--- config.mk ---
export PLATFORM = sky130hd
export DESIGN_NAME = cdq_ctrl
export DESIGN_NICKNAME = d
export VERILOG_FILES = /design/src/rtl/core/cdq_pkg.sv /design/src/rtl/core/cdq_ctrl.sv
export SDC_FILE = /design/constraint.sdc
export NUM_CORES = 1
export LEC_CHECK = 0
export BUFFER_PORTS_ARGS = -buffer_cell sky130_fd_sc_hd__buf_2
export CORE_AREA = 5 5 135 137
export CTS_BUF_LIST = sky130_fd_sc_hd__clkbuf_8 sky130_fd_sc_hd__clkbuf_16
export DETAILED_ROUTE_END_ITERATION = 8
export DIE_AREA = 0 0 140 142
export GPL_ROUTABILITY_DRIVEN = 1
export HOLD_SLACK_MARGIN = 0.08
export PLACE_DENSITY = 0.8
export RECOVER_POWER = 50
export SLEW_MARGIN = 20
export SYNTH_ARGS = -nofsm -noshare
export SYNTH_HDL_FRONTEND = slang
export SYNTH_SLANG_ARGS = --single-unit
--- constraint.sdc ---
create_clock -name clk_i -period 6.1 [get_ports clk_i]
set_clock_uncertainty 0.2 [all_clocks]
set_input_delay 0.305 -clock clk_i [delete_from_list [all_inputs] [get_ports clk_i]]
set_output_delay 0.305 -clock clk_i [all_outputs]
set_load 0.1 [all_outputs]
--- src/rtl/core/cdq_pkg.sv ---
// Shared types and constants for the circular deque.
// No dependencies; imported by cdq_ram, cdq_ctrl and circular_deque.
package cdq_pkg;

  localparam int WORD_W    = 32;
  localparam int CAP_W     = 11;
  localparam int CMD_W     = 3;
  localparam int DEPTH_DEF = 1024;

  localparam logic [CAP_W-1:0]         CAP_RESET  = CAP_W'(1024);
  localparam logic signed [WORD_W-1:0] EMPTY_WORD = -32'sd1;

  typedef enum logic [CMD_W-1:0] {
    CMD_INS_FRONT = 3'd0,
    CMD_INS_REAR  = 3'd1,
    CMD_DEL_FRONT = 3'd2,
    CMD_DEL_REAR  = 3'd3,
    CMD_QUERY     = 3'd4
  } cmd_e;

  typedef enum logic {
    ST_IDLE = 1'b0,
    ST_FIN  = 1'b1
  } state_e;

  typedef struct packed {
    logic                     accepted;
    logic signed [WORD_W-1:0] front_value;
    logic signed [WORD_W-1:0] rear_value;
    logic                     is_empty;
    logic                     is_full;
    logic [CAP_W-1:0]         occupancy;
  } cdq_result_t;

endpackage

--- src/rtl/core/cdq_ctrl.sv ---
// Pointer, count and end-word cache control of the circular deque.
// Depends on cdq_pkg; drives the ports of cdq_ram.
module cdq_ctrl #(
  parameter int DEPTH = cdq_pkg::DEPTH_DEF,
  parameter int AW    = (DEPTH > 1) ? $clog2(DEPTH) : 1
) (
  input  logic                              clk_i,
  input  logic                              rst_ni,
  input  logic                              in_valid_i,
  output logic                              in_stall_o,
  input  logic [cdq_pkg::CMD_W-1:0]          cmd_i,
  input  logic signed [cdq_pkg::WORD_W-1:0]  value_i,
  input  logic [cdq_pkg::CAP_W-1:0]          cap_i,
  output logic                              res_valid_o,
  input  logic                              res_ready_i,
  output cdq_pkg::cdq_result_t              res_o,
  output logic                              we_o,
  output logic [AW-1:0]                     waddr_o,
  output logic signed [cdq_pkg::WORD_W-1:0]  wdata_o,
  output logic                              re_o,
  output logic [AW-1:0]                     raddr_o,
  input  logic signed [cdq_pkg::WORD_W-1:0]  rdata_i
);
  import cdq_pkg::*;

  localparam logic [AW-1:0] LAST = AW'(DEPTH - 1);

  state_e                   state_q, state_d;
  logic [AW-1:0]            head_q, head_d, tail_q, tail_d;
  logic [CAP_W-1:0]         count_q, count_d;
  logic signed [WORD_W-1:0] front_q, front_d, rear_q, rear_d;
  logic                     ok_q, ok_d;
  logic                     rd_front_q, rd_front_d, rd_rear_q, rd_rear_d;
  logic                     accept;
  logic [CAP_W-1:0]         eff_cap;
  logic                     full, empty;
  logic [AW-1:0]            head_inc, head_dec, tail_inc, tail_dec, tail_dec2;

  function automatic logic [AW-1:0] wrap_inc(input logic [AW-1:0] p);
    return (p == LAST) ? '0 : p + AW'(1);
  endfunction

  function automatic logic [AW-1:0] wrap_dec(input logic [AW-1:0] p);
    return (p == '0) ? LAST : p - AW'(1);
  endfunction

  // A capacity above the ring depth behaves as the depth.
  assign eff_cap = (32'(cap_i) > 32'(DEPTH)) ? CAP_W'(DEPTH) : cap_i;
  assign full    = count_q >= eff_cap;
  assign empty   = count_q == '0;

  assign head_inc  = wrap_inc(head_q);
  assign head_dec  = wrap_dec(head_q);
  assign tail_inc  = wrap_inc(tail_q);
  assign tail_dec  = wrap_dec(tail_q);
  assign tail_dec2 = wrap_dec(tail_dec);

  assign accept = (state_q == ST_IDLE) && in_valid_i;

  // Next state.
  always_comb begin
    state_d = state_q;
    case (state_q)
      ST_IDLE: begin
        if (in_valid_i) begin
          state_d = ST_FIN;
        end
      end
      ST_FIN: begin
        if (res_ready_i) begin
          state_d = ST_IDLE;
        end
      end
      default: state_d = ST_IDLE;
    endcase
  end

  // Outputs.
  always_comb begin
    in_stall_o          = 1'b1;
    res_valid_o         = 1'b0;
    case (state_q)
      ST_IDLE: in_stall_o  = 1'b0;
      ST_FIN:  res_valid_o = 1'b1;
      default: in_stall_o  = 1'b1;
    endcase
    res_o.accepted    = ok_q;
    res_o.is_empty    = empty;
    res_o.is_full     = full;
    res_o.occupancy   = count_q;
    res_o.front_value = empty ? EMPTY_WORD : (rd_front_q ? rdata_i : front_q);
    res_o.rear_value  = empty ? EMPTY_WORD : (rd_rear_q ? rdata_i : rear_q);
  end

  // Datapath: the operation is applied in the transfer cycle; a delete fetches
  // the new end word, which is folded into the cache when the output register takes the result.
  always_comb begin
    head_d     = head_q;
    tail_d     = tail_q;
    count_d    = count_q;
    front_d    = front_q;
    rear_d     = rear_q;
    ok_d       = ok_q;
    rd_front_d = rd_front_q;
    rd_rear_d  = rd_rear_q;
    we_o       = 1'b0;
    waddr_o    = head_dec;
    wdata_o    = value_i;
    re_o       = 1'b0;
    raddr_o    = head_inc;
    if (accept) begin
      ok_d       = 1'b1;
      rd_front_d = 1'b0;
      rd_rear_d  = 1'b0;
      case (cmd_e'(cmd_i))
        CMD_INS_FRONT: begin
          if (full) begin
            ok_d = 1'b0;
          end else begin
            we_o    = 1'b1;
            waddr_o = head_dec;
            head_d  = head_dec;
            count_d = count_q + CAP_W'(1);
            front_d = value_i;
            if (empty) begin
              rear_d = value_i;
            end
          end
        end
        CMD_INS_REAR: begin
          if (full) begin
            ok_d = 1'b0;
          end else begin
            we_o    = 1'b1;
            waddr_o = tail_q;
            tail_d  = tail_inc;
            count_d = count_q + CAP_W'(1);
            rear_d  = value_i;
            if (empty) begin
              front_d = value_i;
            end
          end
        end
        CMD_DEL_FRONT: begin
          if (empty) begin
            ok_d = 1'b0;
          end else begin
            re_o       = 1'b1;
            raddr_o    = head_inc;
            head_d     = head_inc;
            count_d    = count_q - CAP_W'(1);
            rd_front_d = 1'b1;
          end
        end
        CMD_DEL_REAR: begin
          if (empty) begin
            ok_d = 1'b0;
          end else begin
            re_o      = 1'b1;
            raddr_o   = tail_dec2;
            tail_d    = tail_dec;
            count_d   = count_q - CAP_W'(1);
            rd_rear_d = 1'b1;
          end
        end
        default: ok_d = 1'b1;
      endcase
    end else if ((state_q == ST_FIN) && res_ready_i) begin
      if (rd_front_q) begin
        front_d = rdata_i;
      end
      if (rd_rear_q) begin
        rear_d = rdata_i;
      end
      rd_front_d = 1'b0;
      rd_rear_d  = 1'b0;
    end
  end

  always_ff @(posedge clk_i or negedge rst_ni) begin
    if (!rst_ni) begin
      state_q    <= ST_IDLE;
      head_q     <= '0;
      tail_q     <= '0;
      count_q    <= '0;
      ok_q       <= 1'b0;
      rd_front_q <= 1'b0;
      rd_rear_q  <= 1'b0;
    end else begin
      state_q    <= state_d;
      head_q     <= head_d;
      tail_q     <= tail_d;
      count_q    <= count_d;
      ok_q       <= ok_d;
      rd_front_q <= rd_front_d;
      rd_rear_q  <= rd_rear_d;
    end
  end

  always_ff @(posedge clk_i) begin
    front_q <= front_d;
    rear_q  <= rear_d;
  end

endmodule
# Word level (Yosys, flattened, before mapping)
# Cells that the tools add are included.
# word_totals
regBits	99
inputBits	82
out_inout_bits	134
word_cells	103
# op_classes
add_sub_neg	7
magnitude_cmp	2
eq_ne	16
mux	50
n_bitwise	1
reduce_logical	18
# ops
operator	n
$mux 32	11
$mux 10	15
$pmux 32 s2	2
$pmux 10 s2	2
$mux 11	3
$logic_not 10->1	3
$sub 10x1->10 const B	3
$pmux 11 s2	1
$add 10x1->10 const B	2
$eq 10x10->1 const B	2
$mux 1	14
$ne 2x2->1 const B	6
$ne 3x3->1 const B	4
$reduce_and 4->1	3
$add 11x1->11 const B	1
$ge 11x11->1	1
$gt 11x11->1 const B	1
$logic_not 11->1	1
$sub 11x1->11 const B	1
$reduce_and 5->1	2
$reduce_bool 2->1	4
$eq 3x2->1 const B	2
$pmux 1 s2	2
$reduce_or 2->1	2
5 further kinds	6

# Depth between registers and ports, before layout
# Gate-level depths: netlist of the first run.
# depth
ltp_word	7
ltp_mapped	11
depth_no_buf	9

# Least setup slack after synthesis of the first run
# OpenSTA, ideal clock, no wires.
# synth_timing
path_type	flip-flop to output port
from	register count_q[0]
to	output waddr_o[8]
arrival_ps	4572
slack_ps	1023
path_stages_with_launch	9
cell_sequence	dfrtp_1 > inv_1 > ha_1 > nand2b_1 > a211o_1 > a21oi_1 > o211ai_1 > clkbuf_1 > o21ai_0
# synth_between
elab_chain_cells	4
# synth_rtl
item	line	source
start, declared	cdq_ctrl.sv:30	logic [CAP_W-1:0] count_q, count_d;
start signal, assigned	cdq_ctrl.sv:193	count_q <= count_d;
$ge 11x11->1	cdq_ctrl.sv:49	assign full = count_q >= eff_cap;
$mux 10	cdq_ctrl.sv:131	if (full) begin
$mux 10	n/a	
$mux 10	cdq_ctrl.sv:111	if (accept) begin
end, declared	cdq_ctrl.sv:18	output logic [AW-1:0] waddr_o,
# No other way between the ends.

# Final worst setup path of the first run
# layout_timing
from	register count_q[4]
to	output raddr_o[8]
# layout_between
elab_chain_cells	4
# layout_rtl
item	line	source
$logic_not 11->1	cdq_ctrl.sv:50	assign empty = count_q == '0;
$mux 10	cdq_ctrl.sv:156	if (empty) begin
$mux 10	n/a	
$mux 10	cdq_ctrl.sv:111	
end, declared	cdq_ctrl.sv:21	output logic [AW-1:0] raddr_o,
# No other way between the ends.

==> results of run 1 <==
[cell families (layout without fill, tap and decap cells)]
logic type / count (synthesis) / after routing / share of synthesized area (%)
and+or+nand+nor: 269 / 269 / 16.7
AOI/OAI and AO/OA: 209 / 209 / 17.7
buffers and inverters: 115 / 258 / 8.37
DFF: 99 / 99 / 37.7
muxes: 78 / 78 / 10.7
xor gates and xnor gates: 33 / 33 / 3.90
adders and majority gates: 28 / 28 / 4.83
[power by group through the flow]
| stage | combinational, mW | clock [mW] | sequential, mW |
|---|---|---|---|
| finish | 3.11 | 0.577 | 1.16 |
| global route | 3.27 | 0.620 | 1.19 |
| CTS | 3.13 | 0.594 | 1.15 |
| detailed placement | 3.12 | 0 | 1.17 |
| global placement | 3.10 | 0 | 1.16 |
| floorplan | 2.46 | 0 | 1.29 |
[flip-flops by register name (all words and copies together) (netlist names)]
signal	count
tail_q	10
front_q	32
count_q	11
rd_front_q	1
state_q	1
rear_q	32
rd_rear_q	1
ok_q	1
head_q	10
[routing by layer]
metal  vias to the layer above  routed length, um  global-route usage [%]  part of all wire [%]
met3                        35               1520                    4.33                   7.3
met2                       302               9980                    34.2                    48
met1                      3191               8660                    24.7                    42
met4                         0                546                    7.24                   2.6
met5                         -                  0                       0                     0
li1                       3266                  -                       -                     -
[metrics by stage]
| step | area, um^2 | hold slack (ns) | setup WS [ns] |
|---|---|---|---|
| 2_1_floorplan | 7410 | -0.191 | 1.02 |
| 3_3_place_gp | 8290 | 0.229 | 2.25 |
| 3_5_place_dp | 8300 | 0.243 | 2.36 |
| 4_1_cts | 8630 | 0.0910 | 1.99 |
| 5_1_grt | 8540 | 0.109 | 1.34 |
| 6_report | 8540 | 0.105 | 1.66 |
[cells in the mapped netlist, types with 4 or more instances]
library cell / instances
sky130_fd_sc_hd__a211oi_1: 9
sky130_fd_sc_hd__a21o_1: 4
sky130_fd_sc_hd__a21oi_1: 96
sky130_fd_sc_hd__a22oi_1: 8
sky130_fd_sc_hd__a31oi_1: 23
sky130_fd_sc_hd__and2_1: 5
sky130_fd_sc_hd__and3_1: 9
sky130_fd_sc_hd__buf_1: 5
sky130_fd_sc_hd__buf_2: 5
sky130_fd_sc_hd__buf_4: 38
sky130_fd_sc_hd__buf_6: 4
sky130_fd_sc_hd__clkbuf_1: 43
sky130_fd_sc_hd__dfrtp_1: 35
sky130_fd_sc_hd__edfxtp_1: 64
sky130_fd_sc_hd__ha_1: 27
sky130_fd_sc_hd__inv_1: 18
sky130_fd_sc_hd__mux2_2: 11
sky130_fd_sc_hd__mux2i_1: 67
sky130_fd_sc_hd__nand2_1: 106
sky130_fd_sc_hd__nand2b_1: 6
sky130_fd_sc_hd__nand3_1: 15
sky130_fd_sc_hd__nor2_1: 81
sky130_fd_sc_hd__nor2b_1: 6
sky130_fd_sc_hd__nor3_1: 14
sky130_fd_sc_hd__nor4_1: 5
sky130_fd_sc_hd__o211ai_1: 6
sky130_fd_sc_hd__o21a_1: 4
sky130_fd_sc_hd__o21ai_0: 13
sky130_fd_sc_hd__o22ai_1: 8
sky130_fd_sc_hd__xnor2_1: 22
sky130_fd_sc_hd__xor2_1: 11
[placed cells by master (no fill, tap or decap), drive strengths merged, types with 3 or more instances in the layout]
| cell type | instances |
|---|---|
| o21bai | 3 |
| o21a | 4 |
| nor2 | 81 |
| dfrtp | 35 |
| nand2b | 6 |
| nor3 | 15 |
| o21ai | 14 |
| nand3 | 16 |
| mux2i | 67 |
| inv | 23 |
| a211oi | 9 |
| nand2 | 106 |
| or4 | 3 |
| buf | 154 |
| nor2b | 6 |
| a21oi | 98 |
| a21o | 5 |
| xnor2 | 22 |
| edfxtp | 64 |
| o22a | 4 |
| o211ai | 6 |
| dlygate4sd3 | 3 |
| xor2 | 11 |
| ha | 27 |
| o22ai | 8 |
| a22oi | 8 |
| and3 | 11 |
| clkbuf | 76 |
| a2bb2oi | 3 |
| and4 | 3 |
| a311oi | 3 |
| and2 | 7 |
| nor4 | 6 |
| a31oi | 24 |
| o2111ai | 3 |
| nand4 | 3 |
| mux2 | 11 |
[repair_timing]
action                                  CTS  global route
endpoints found under the setup margin    0             0
hold endpoints to repair                 37             0
hold buffers                              3             0
[worst paths after layout]
| check | cells past startpoint | slack, ns | end | startpoint |
|---|---|---|---|---|
| max in group asynchronous | 2 | 3.58 | rd_rear_q$_DFFE_PN0P_ | rst_ni |
| worst max-delay path | 7 | 1.66 | raddr_o[8] | count_q[4]$_DFFE_PN0P_ |
| worst max register to register | 6 | 2.10 | count_q[2]$_DFFE_PN0P_ | count_q[4]$_DFFE_PN0P_ |
| worst min-delay path | 3 | 0.11 | front_q[14]$_DFFE_PP_ | value_i[14] |
| worst min register to register | 1 | 0.36 | count_q[10]$_DFFE_PN0P_ | count_q[10]$_DFFE_PN0P_ |
| min in group asynchronous | 2 | 0.84 | head_q[5]$_DFFE_PN0P_ | rst_ni |
[worst register-to-register path, cell delays in order, from the launching register on]
cell and delay, ns:
sky130_fd_sc_hd__dfrtp_1 0.44, sky130_fd_sc_hd__nor4_1 0.34, sky130_fd_sc_hd__nand3_1 0.99, sky130_fd_sc_hd__buf_4 0.64, sky130_fd_sc_hd__nand3_1 0.48, sky130_fd_sc_hd__nand2_1 0.42
sky130_fd_sc_hd__mux2_2 0.38
[layout make-up]
cell class	instances	area, um^2
Multi-Input combinational cell	617	4030
Sequential cell	99	2800
Fill cell	1649	8390
Inverter	19	71.3
Clock inverter	6	65.1
Clock buffer	10	239
Tap cell	225	282
Timing Repair Buffer	223	1060
==> impl_summary.txt, run 1 <==
----------------------------------------------------
[Run status]
  Run status ... finished, violations left
  Failing checks ... capacitance limit, slew limit

[Setup path]
  Cell occurring most often along the worst timing path ... sky130_fd_sc_hd__nand3_1
  Data arrival at the endpoint of the critical path ... between 3 and 4 ns
  Combined buffer and inverter count along the critical path ... 2
  Critical Path End Type ... output port
  Critical path class ... reg2out
  Slowest Stage Delay on Critical Path ... approximately 0.99 ns
  Startpoint types ... register
  Crit path required time ... 5.59 ns
  CP max stage cell ... sky130_fd_sc_hd__nand3_1
  Dominant delay contributor by cell family on the critical path ... simple AND/OR/NAND/NOR gates
  Maximum net fanout on the critical path ... 38
  Ordered list of cells on the worst path ... nor4_1 -> nand3_1 -> buf_4 -> nand3_1 -> nand2_1 -> o31ai_1 -> buf_2

[Power]
  Power share of the combinational group ... around 64%
  Switching Fraction ... about three fifths
  Share of power burned in the clock network ... 11.9%
  P_int ... between 1.5 and 2 mW
  Static power due to leakage ... around 3.6 nW
  Pwr Density ... 568 nW/um^2
  Final Total Pwr ... between 4 and 5 mW
  Sw Pwr ... 2.99 mW
  Sequential share of power ... 24.0%
  Max rail drop VDD ... about 0.7 mV

[STA]
  Unrepaired setup endpoints after global routing ... false
  Final count of negative-setup-slack endpoints ... 0
  Shortest clock period the worst path allows after layout ... between 4 and 5 ns
  Max-slew violation count ... 36
  Share of the clock period used by the worst path after layout ... 72.8%
  Count of final hold-check violations ... 0
  Actual slew at the worst max-slew pin ... 1.96 ns
  Total negative setup slack ... 0 ns
  Worst relative slew slack ... -31.0%
  Max Freq ... 225 MHz

[Place]
  Total half-perimeter wirelength after legalization and detailed placement ... about 15000 um
  Port buffer count ... around 220
  Final RePlAce weighted congestion ... ~0.95
  Placed cell count ... around 1200

[Clock network]
  Number of setup buffers added after CTS ... 0
  Cells resized by post-CTS repair ... 0
  CTS tree ... yes
  CTS Buf Count ... 9
  Clock root buffer master ... sky130_fd_sc_hd__clkbuf_16
  TritonCTS Sinks ... between 90 and 100
  Clock-pin slew of the registers on the worst-case setup and hold paths ... ~0.080 ns
  Longest Clk Path Bufs ... 2
  H-tree depth ... 3
  Clock latency on the worst-skew pair ... 0.35 ns

[Drt]
  Vias after detailed routing ... roughly 6800
  DRT antenna net count ... 0
  Total wirelength of the detailed-routed design ... roughly 21000 um
  Average routed wire per standard cell ... roughly 17 um
  Starting DRC count in detailed routing ... 416
  Number of iterations in the first detailed-routing pass ... 5
  Remaining DRCs ... 0
  Avg Vias per Cell ... 5.67

[Logic synthesis]
  Netlist Area Pre-Place ... between 7000 and 8000 um^2
  Distinct cell type count of the synthesized netlist ... 74
  Post-synth EDFFs ... between 60 and 70
  Number of nets produced by synthesis ... 941
  Share of the synthesized area in the top cell type ... between 20% and 30%
  Share of flip-flops with an asynchronous set or reset after synthesis ... about 35%
  Primary flip-flop cell chosen by synthesis mapping ... sky130_fd_sc_hd__edfxtp_1
  Share of synthesized area occupied by flip-flops and latches ... a little under two fifths
  Number of cells produced by synthesis ... 831
  Flip-flop and latch count after synthesis ... between 90 and 100
  Post-synthesis cell type with the largest combined area ... sky130_fd_sc_hd__edfxtp_1
  Synth top area cells ... sky130_fd_sc_hd__edfxtp_1 26%, sky130_fd_sc_hd__dfrtp_1 12%, sky130_fd_sc_hd__mux2i_1 9.0%
  Average instance area after synthesis ... 8.92 um^2
  Synthesis Warnings ... 0

[Final layout]
  Number of nets in the layout ... about 1100
  Count of inserted antenna diode cells ... 0
  Layout Area Growth over Synthesis ... 15.3%
  Final core utilization ... 50.4%
  Share of cells above drive strength 1 ... 20.8%
  Non-Filler Instances ... 1199

[Global routing]
  All-layer global routing usage ... around 20%
  Initial antenna violation count ... 0
  Number of global-route vias before repair ... between 6000 and 7000
  GRT Residual Overflow ... 0
  Maximum number of pins on one net before global-route repair ... 100
  Global-route wire length before repair ... about 33000 um

[Die]
  Floorplan die height ... between 100 and 150 um
  Row Count ... 48
  Area inside the core boundary ... between 15000 and 20000 um^2
  I/O Pins ... between 200 and 250
  Initial core utilization ... 43.8%
  Die Area ... 19900 um^2
  Die Span X ... 140 um

[Job]
  Max-cap violation count ... 1

[Min path]
  Class of the worst hold path ... in2reg

----------------------------------------------------
Power figures use the tool's default switching activity.
==> run 2, diff against run 1 <==
Clock period 6.1 ns to 4.1 ns, I/O delays scaled along.
==> impl_summary.txt, run 2 (same netlist as run 1, synthesis figures left out) <==
----------------------------------------------------
[Final layout]
  Fill count ... between 1500 and 2000
  Count of inserted antenna diode cells ... 0
  Most common cell after layout, fill and taps aside ... sky130_fd_sc_hd__buf_2
  Highest-count cells in the layout ignoring fill and taps ... 134 x sky130_fd_sc_hd__buf_2, 106 x sky130_fd_sc_hd__nand2_1, 94 x sky130_fd_sc_hd__a21oi_1
  Number of nets in the layout ... 1143
  Total non-filler cell area in the finished layout ... between 9000 and 10000 um^2
  Layout Area Growth over Synthesis ... 24.7%
  Final core utilization ... a little over half
  Leading registers by flop count ... front_q x32, rear_q x32, count_q x11
  Share of cells above drive strength 1 ... a little under a quarter
  Total area of sequential cells ... between 2000 and 3000 um^2
  Area of combinational cells with multiple inputs ... 4100 um^2

[Setup path]
  R2R depth ... 5
  CP max stage cell ... sky130_fd_sc_hd__or4_1
  Startpoint types ... register
  Maximum net fanout on the critical path ... 10
  Register-to-register setup slack ... between 0.6 and 0.7 ns
  Ordered list of cells on the worst path ... inv_1 -> ha_1 -> nor2b_1 -> a311oi_1 -> o2111ai_1 -> or4_1 -> and2_4 -> a31oi_4 -> clkbuf_4
  Data arrival at the endpoint of the critical path ... between 3 and 4 ns
  Slowest Stage Delay on Critical Path ... around 0.61 ns
  Crit path required time ... roughly 3.7 ns
  Critical path class ... reg2out
  R2r endpoint ... rear_q[19]$_DFFE_PP_
  Critical Path End Type ... output port
  Start of the worst register-to-register path ... state_q$_DFF_PN0_

[Drt]
  Total wirelength of the detailed-routed design ... ~22000 um
  Avg Vias per Cell ... ~5.6
  Average routed wire per standard cell ... between 15 and 20 um
  Number of iterations in the first detailed-routing pass ... 5
  Remaining DRCs ... 0
  Starting DRC count in detailed routing ... between 500 and 600
  Vias after detailed routing ... approximately 7100
  DRT antenna net count ... 0

[Place]
  DP Area ... approximately 8400 um^2
  Minimum setup slack after placement ... 0.566 ns
  Final RePlAce weighted congestion ... slightly above 0.9
  Port buffer count ... roughly 220
  Total half-perimeter wirelength after legalization and detailed placement ... 15500 um

[Min path]
  Class of the worst hold path ... in2reg
  Hold endpoint ... rear_q[12]$_DFFE_PP_
  Worst min-delay path startpoint ... rdata_i[12]
  Worst hold path depth ... 3

[Die]
  Die Area ... 19900 um^2
  Row Count ... 48
  Area inside the core boundary ... approximately 17000 um^2
  Floorplan die height ... around 140 um
  Die Span X ... 140 um
  I/O Pins ... 216
  Initial core utilization ... 43.8%

[Clock network]
  CTS Buf Count ... 9
  Longest Clk Path Bufs ... 2
  CTS tree ... yes
  H-tree depth ... 3
  Clock latency on the worst-skew pair ... between 0.3 and 0.4 ns
  TritonCTS Sinks ... roughly 100
  Clock-pin slew of the registers on the worst-case setup and hold paths ... approximately 0.08 ns
  Clock root buffer master ... sky130_fd_sc_hd__clkbuf_16

[STA]
  Actual slew at the worst max-slew pin ... about 2 ns
  Unrepaired setup endpoints after global routing ... false
  Max-slew violation count ... 204
  Max Freq ... 259 MHz
  Count of final hold-check violations ... 0
  Shortest clock period the worst path allows after layout ... between 3 and 4 ns
  Post-Route Hold Slack ... 0.0892 ns
  Worst relative slew slack ... -32.8%
  Final count of negative-setup-slack endpoints ... 0
  Smallest setup slack after layout ... around 0.24 ns
  Share of the clock period used by the worst path after layout ... 94.1%

[Power]
  Static power due to leakage ... 3.87 nW
  Power share of the combinational group ... 65.5%
  Sw Pwr ... 4.48 mW
  Switching Fraction ... between 60% and 70%
  Max rail drop VDD ... a little under 1 mV
  Share of power burned in the clock network ... 11.3%
  P_int ... roughly 2.9 mW
  Final Total Pwr ... 7.34 mW
  Pwr Density ... between 700 and 800 nW/um^2
  Sequential share of power ... a little under a quarter

[Global routing]
  All-layer global routing usage ... 21.9%
  Number of global-route vias before repair ... about 7000
  GRT Residual Overflow ... 0
  Maximum number of pins on one net before global-route repair ... slightly below 100
  Initial antenna violation count ... 0
  Global-route wire length before repair ... ~36000 um

[Job]
  Max-cap violation count ... 4

[Run status]
  Failing checks ... capacitance limit, slew limit
  Run status ... finished, violations left

----------------------------------------------------
## run 2: area by class of cell
cell class	count	share of cell area, %
multi-input cells	617	44.3
flip-flops and latches	99	30.3
repair buffers	287	18.5
well taps	225	3.05
clock buffers	9	2.44
inverters	19	0.771
clock inverters	7	0.636
## run 2: worst max path at each step
stage                     depth (start not counted)              startpoint          to  slack [ns]
after global placement                            9   tail_q[1]$_DFFE_PN0P_  raddr_o[5]        0.60
after floorplan                                   8  count_q[0]$_DFFE_PN0P_  waddr_o[0]       -0.45
after detailed placement                          9   tail_q[1]$_DFFE_PN0P_  raddr_o[5]        0.57
after global routing                              9   tail_q[1]$_DFFE_PN0P_  raddr_o[3]        0.03
after CTS                                         9   tail_q[1]$_DFFE_PN0P_  raddr_o[5]        0.17
final                                             9   tail_q[1]$_DFFE_PN0P_  raddr_o[5]        0.24
## run 2: routing by layer
metal  part of all wire, %  GRT usage (%)  routed length, um
met2                    49           37.7              10900
met3                   7.2           4.37               1600
met4                   3.1           8.92                697
met5                     0              0                  0
met1                    41           27.0               9110
## run 2: worst max-delay path: cells and delay by family, from the launching register on
family	cells	cell delay, ns
AO/OA/AOI/OAI	3	0.84
adder cells (fa/ha/maj)	1	0.21
buffers and inverters	2	0.49
flip-flops	1	0.51
AND/OR/NAND/NOR	3	1.06
## run 2: power groups by stage
| stage | logic (mW) | registers [mW] | clock network (mW) |
|---|---|---|---|
| 2_1_floorplan | 3.72 | 1.92 | 0 |
| 3_3_place_gp | 4.68 | 1.70 | 0 |
| 3_5_place_dp | 4.71 | 1.72 | 0 |
| 4_1_cts | 4.80 | 1.70 | 0.850 |
| 5_1_grt | 5.07 | 1.74 | 0.886 |
| 6_report | 4.81 | 1.70 | 0.829 |
## run 2: timing repair
item | 4_1_cts | 5_1_grt
endpoints found under the setup margin | 0 | 3
gates resized for setup | 0 | 3
setup buffers | 0 | 0
endpoints found under the hold margin | 102 | 0
hold buffers | 61 | 0
## run 2: stage by stage
step	std cells	TNS, ns
5_1_grt	1263	0
3_5_place_dp	1186	0
4_1_cts	1263	0
2_1_floorplan	831	-4.07
6_report	1263	0
3_3_place_gp	1186	0
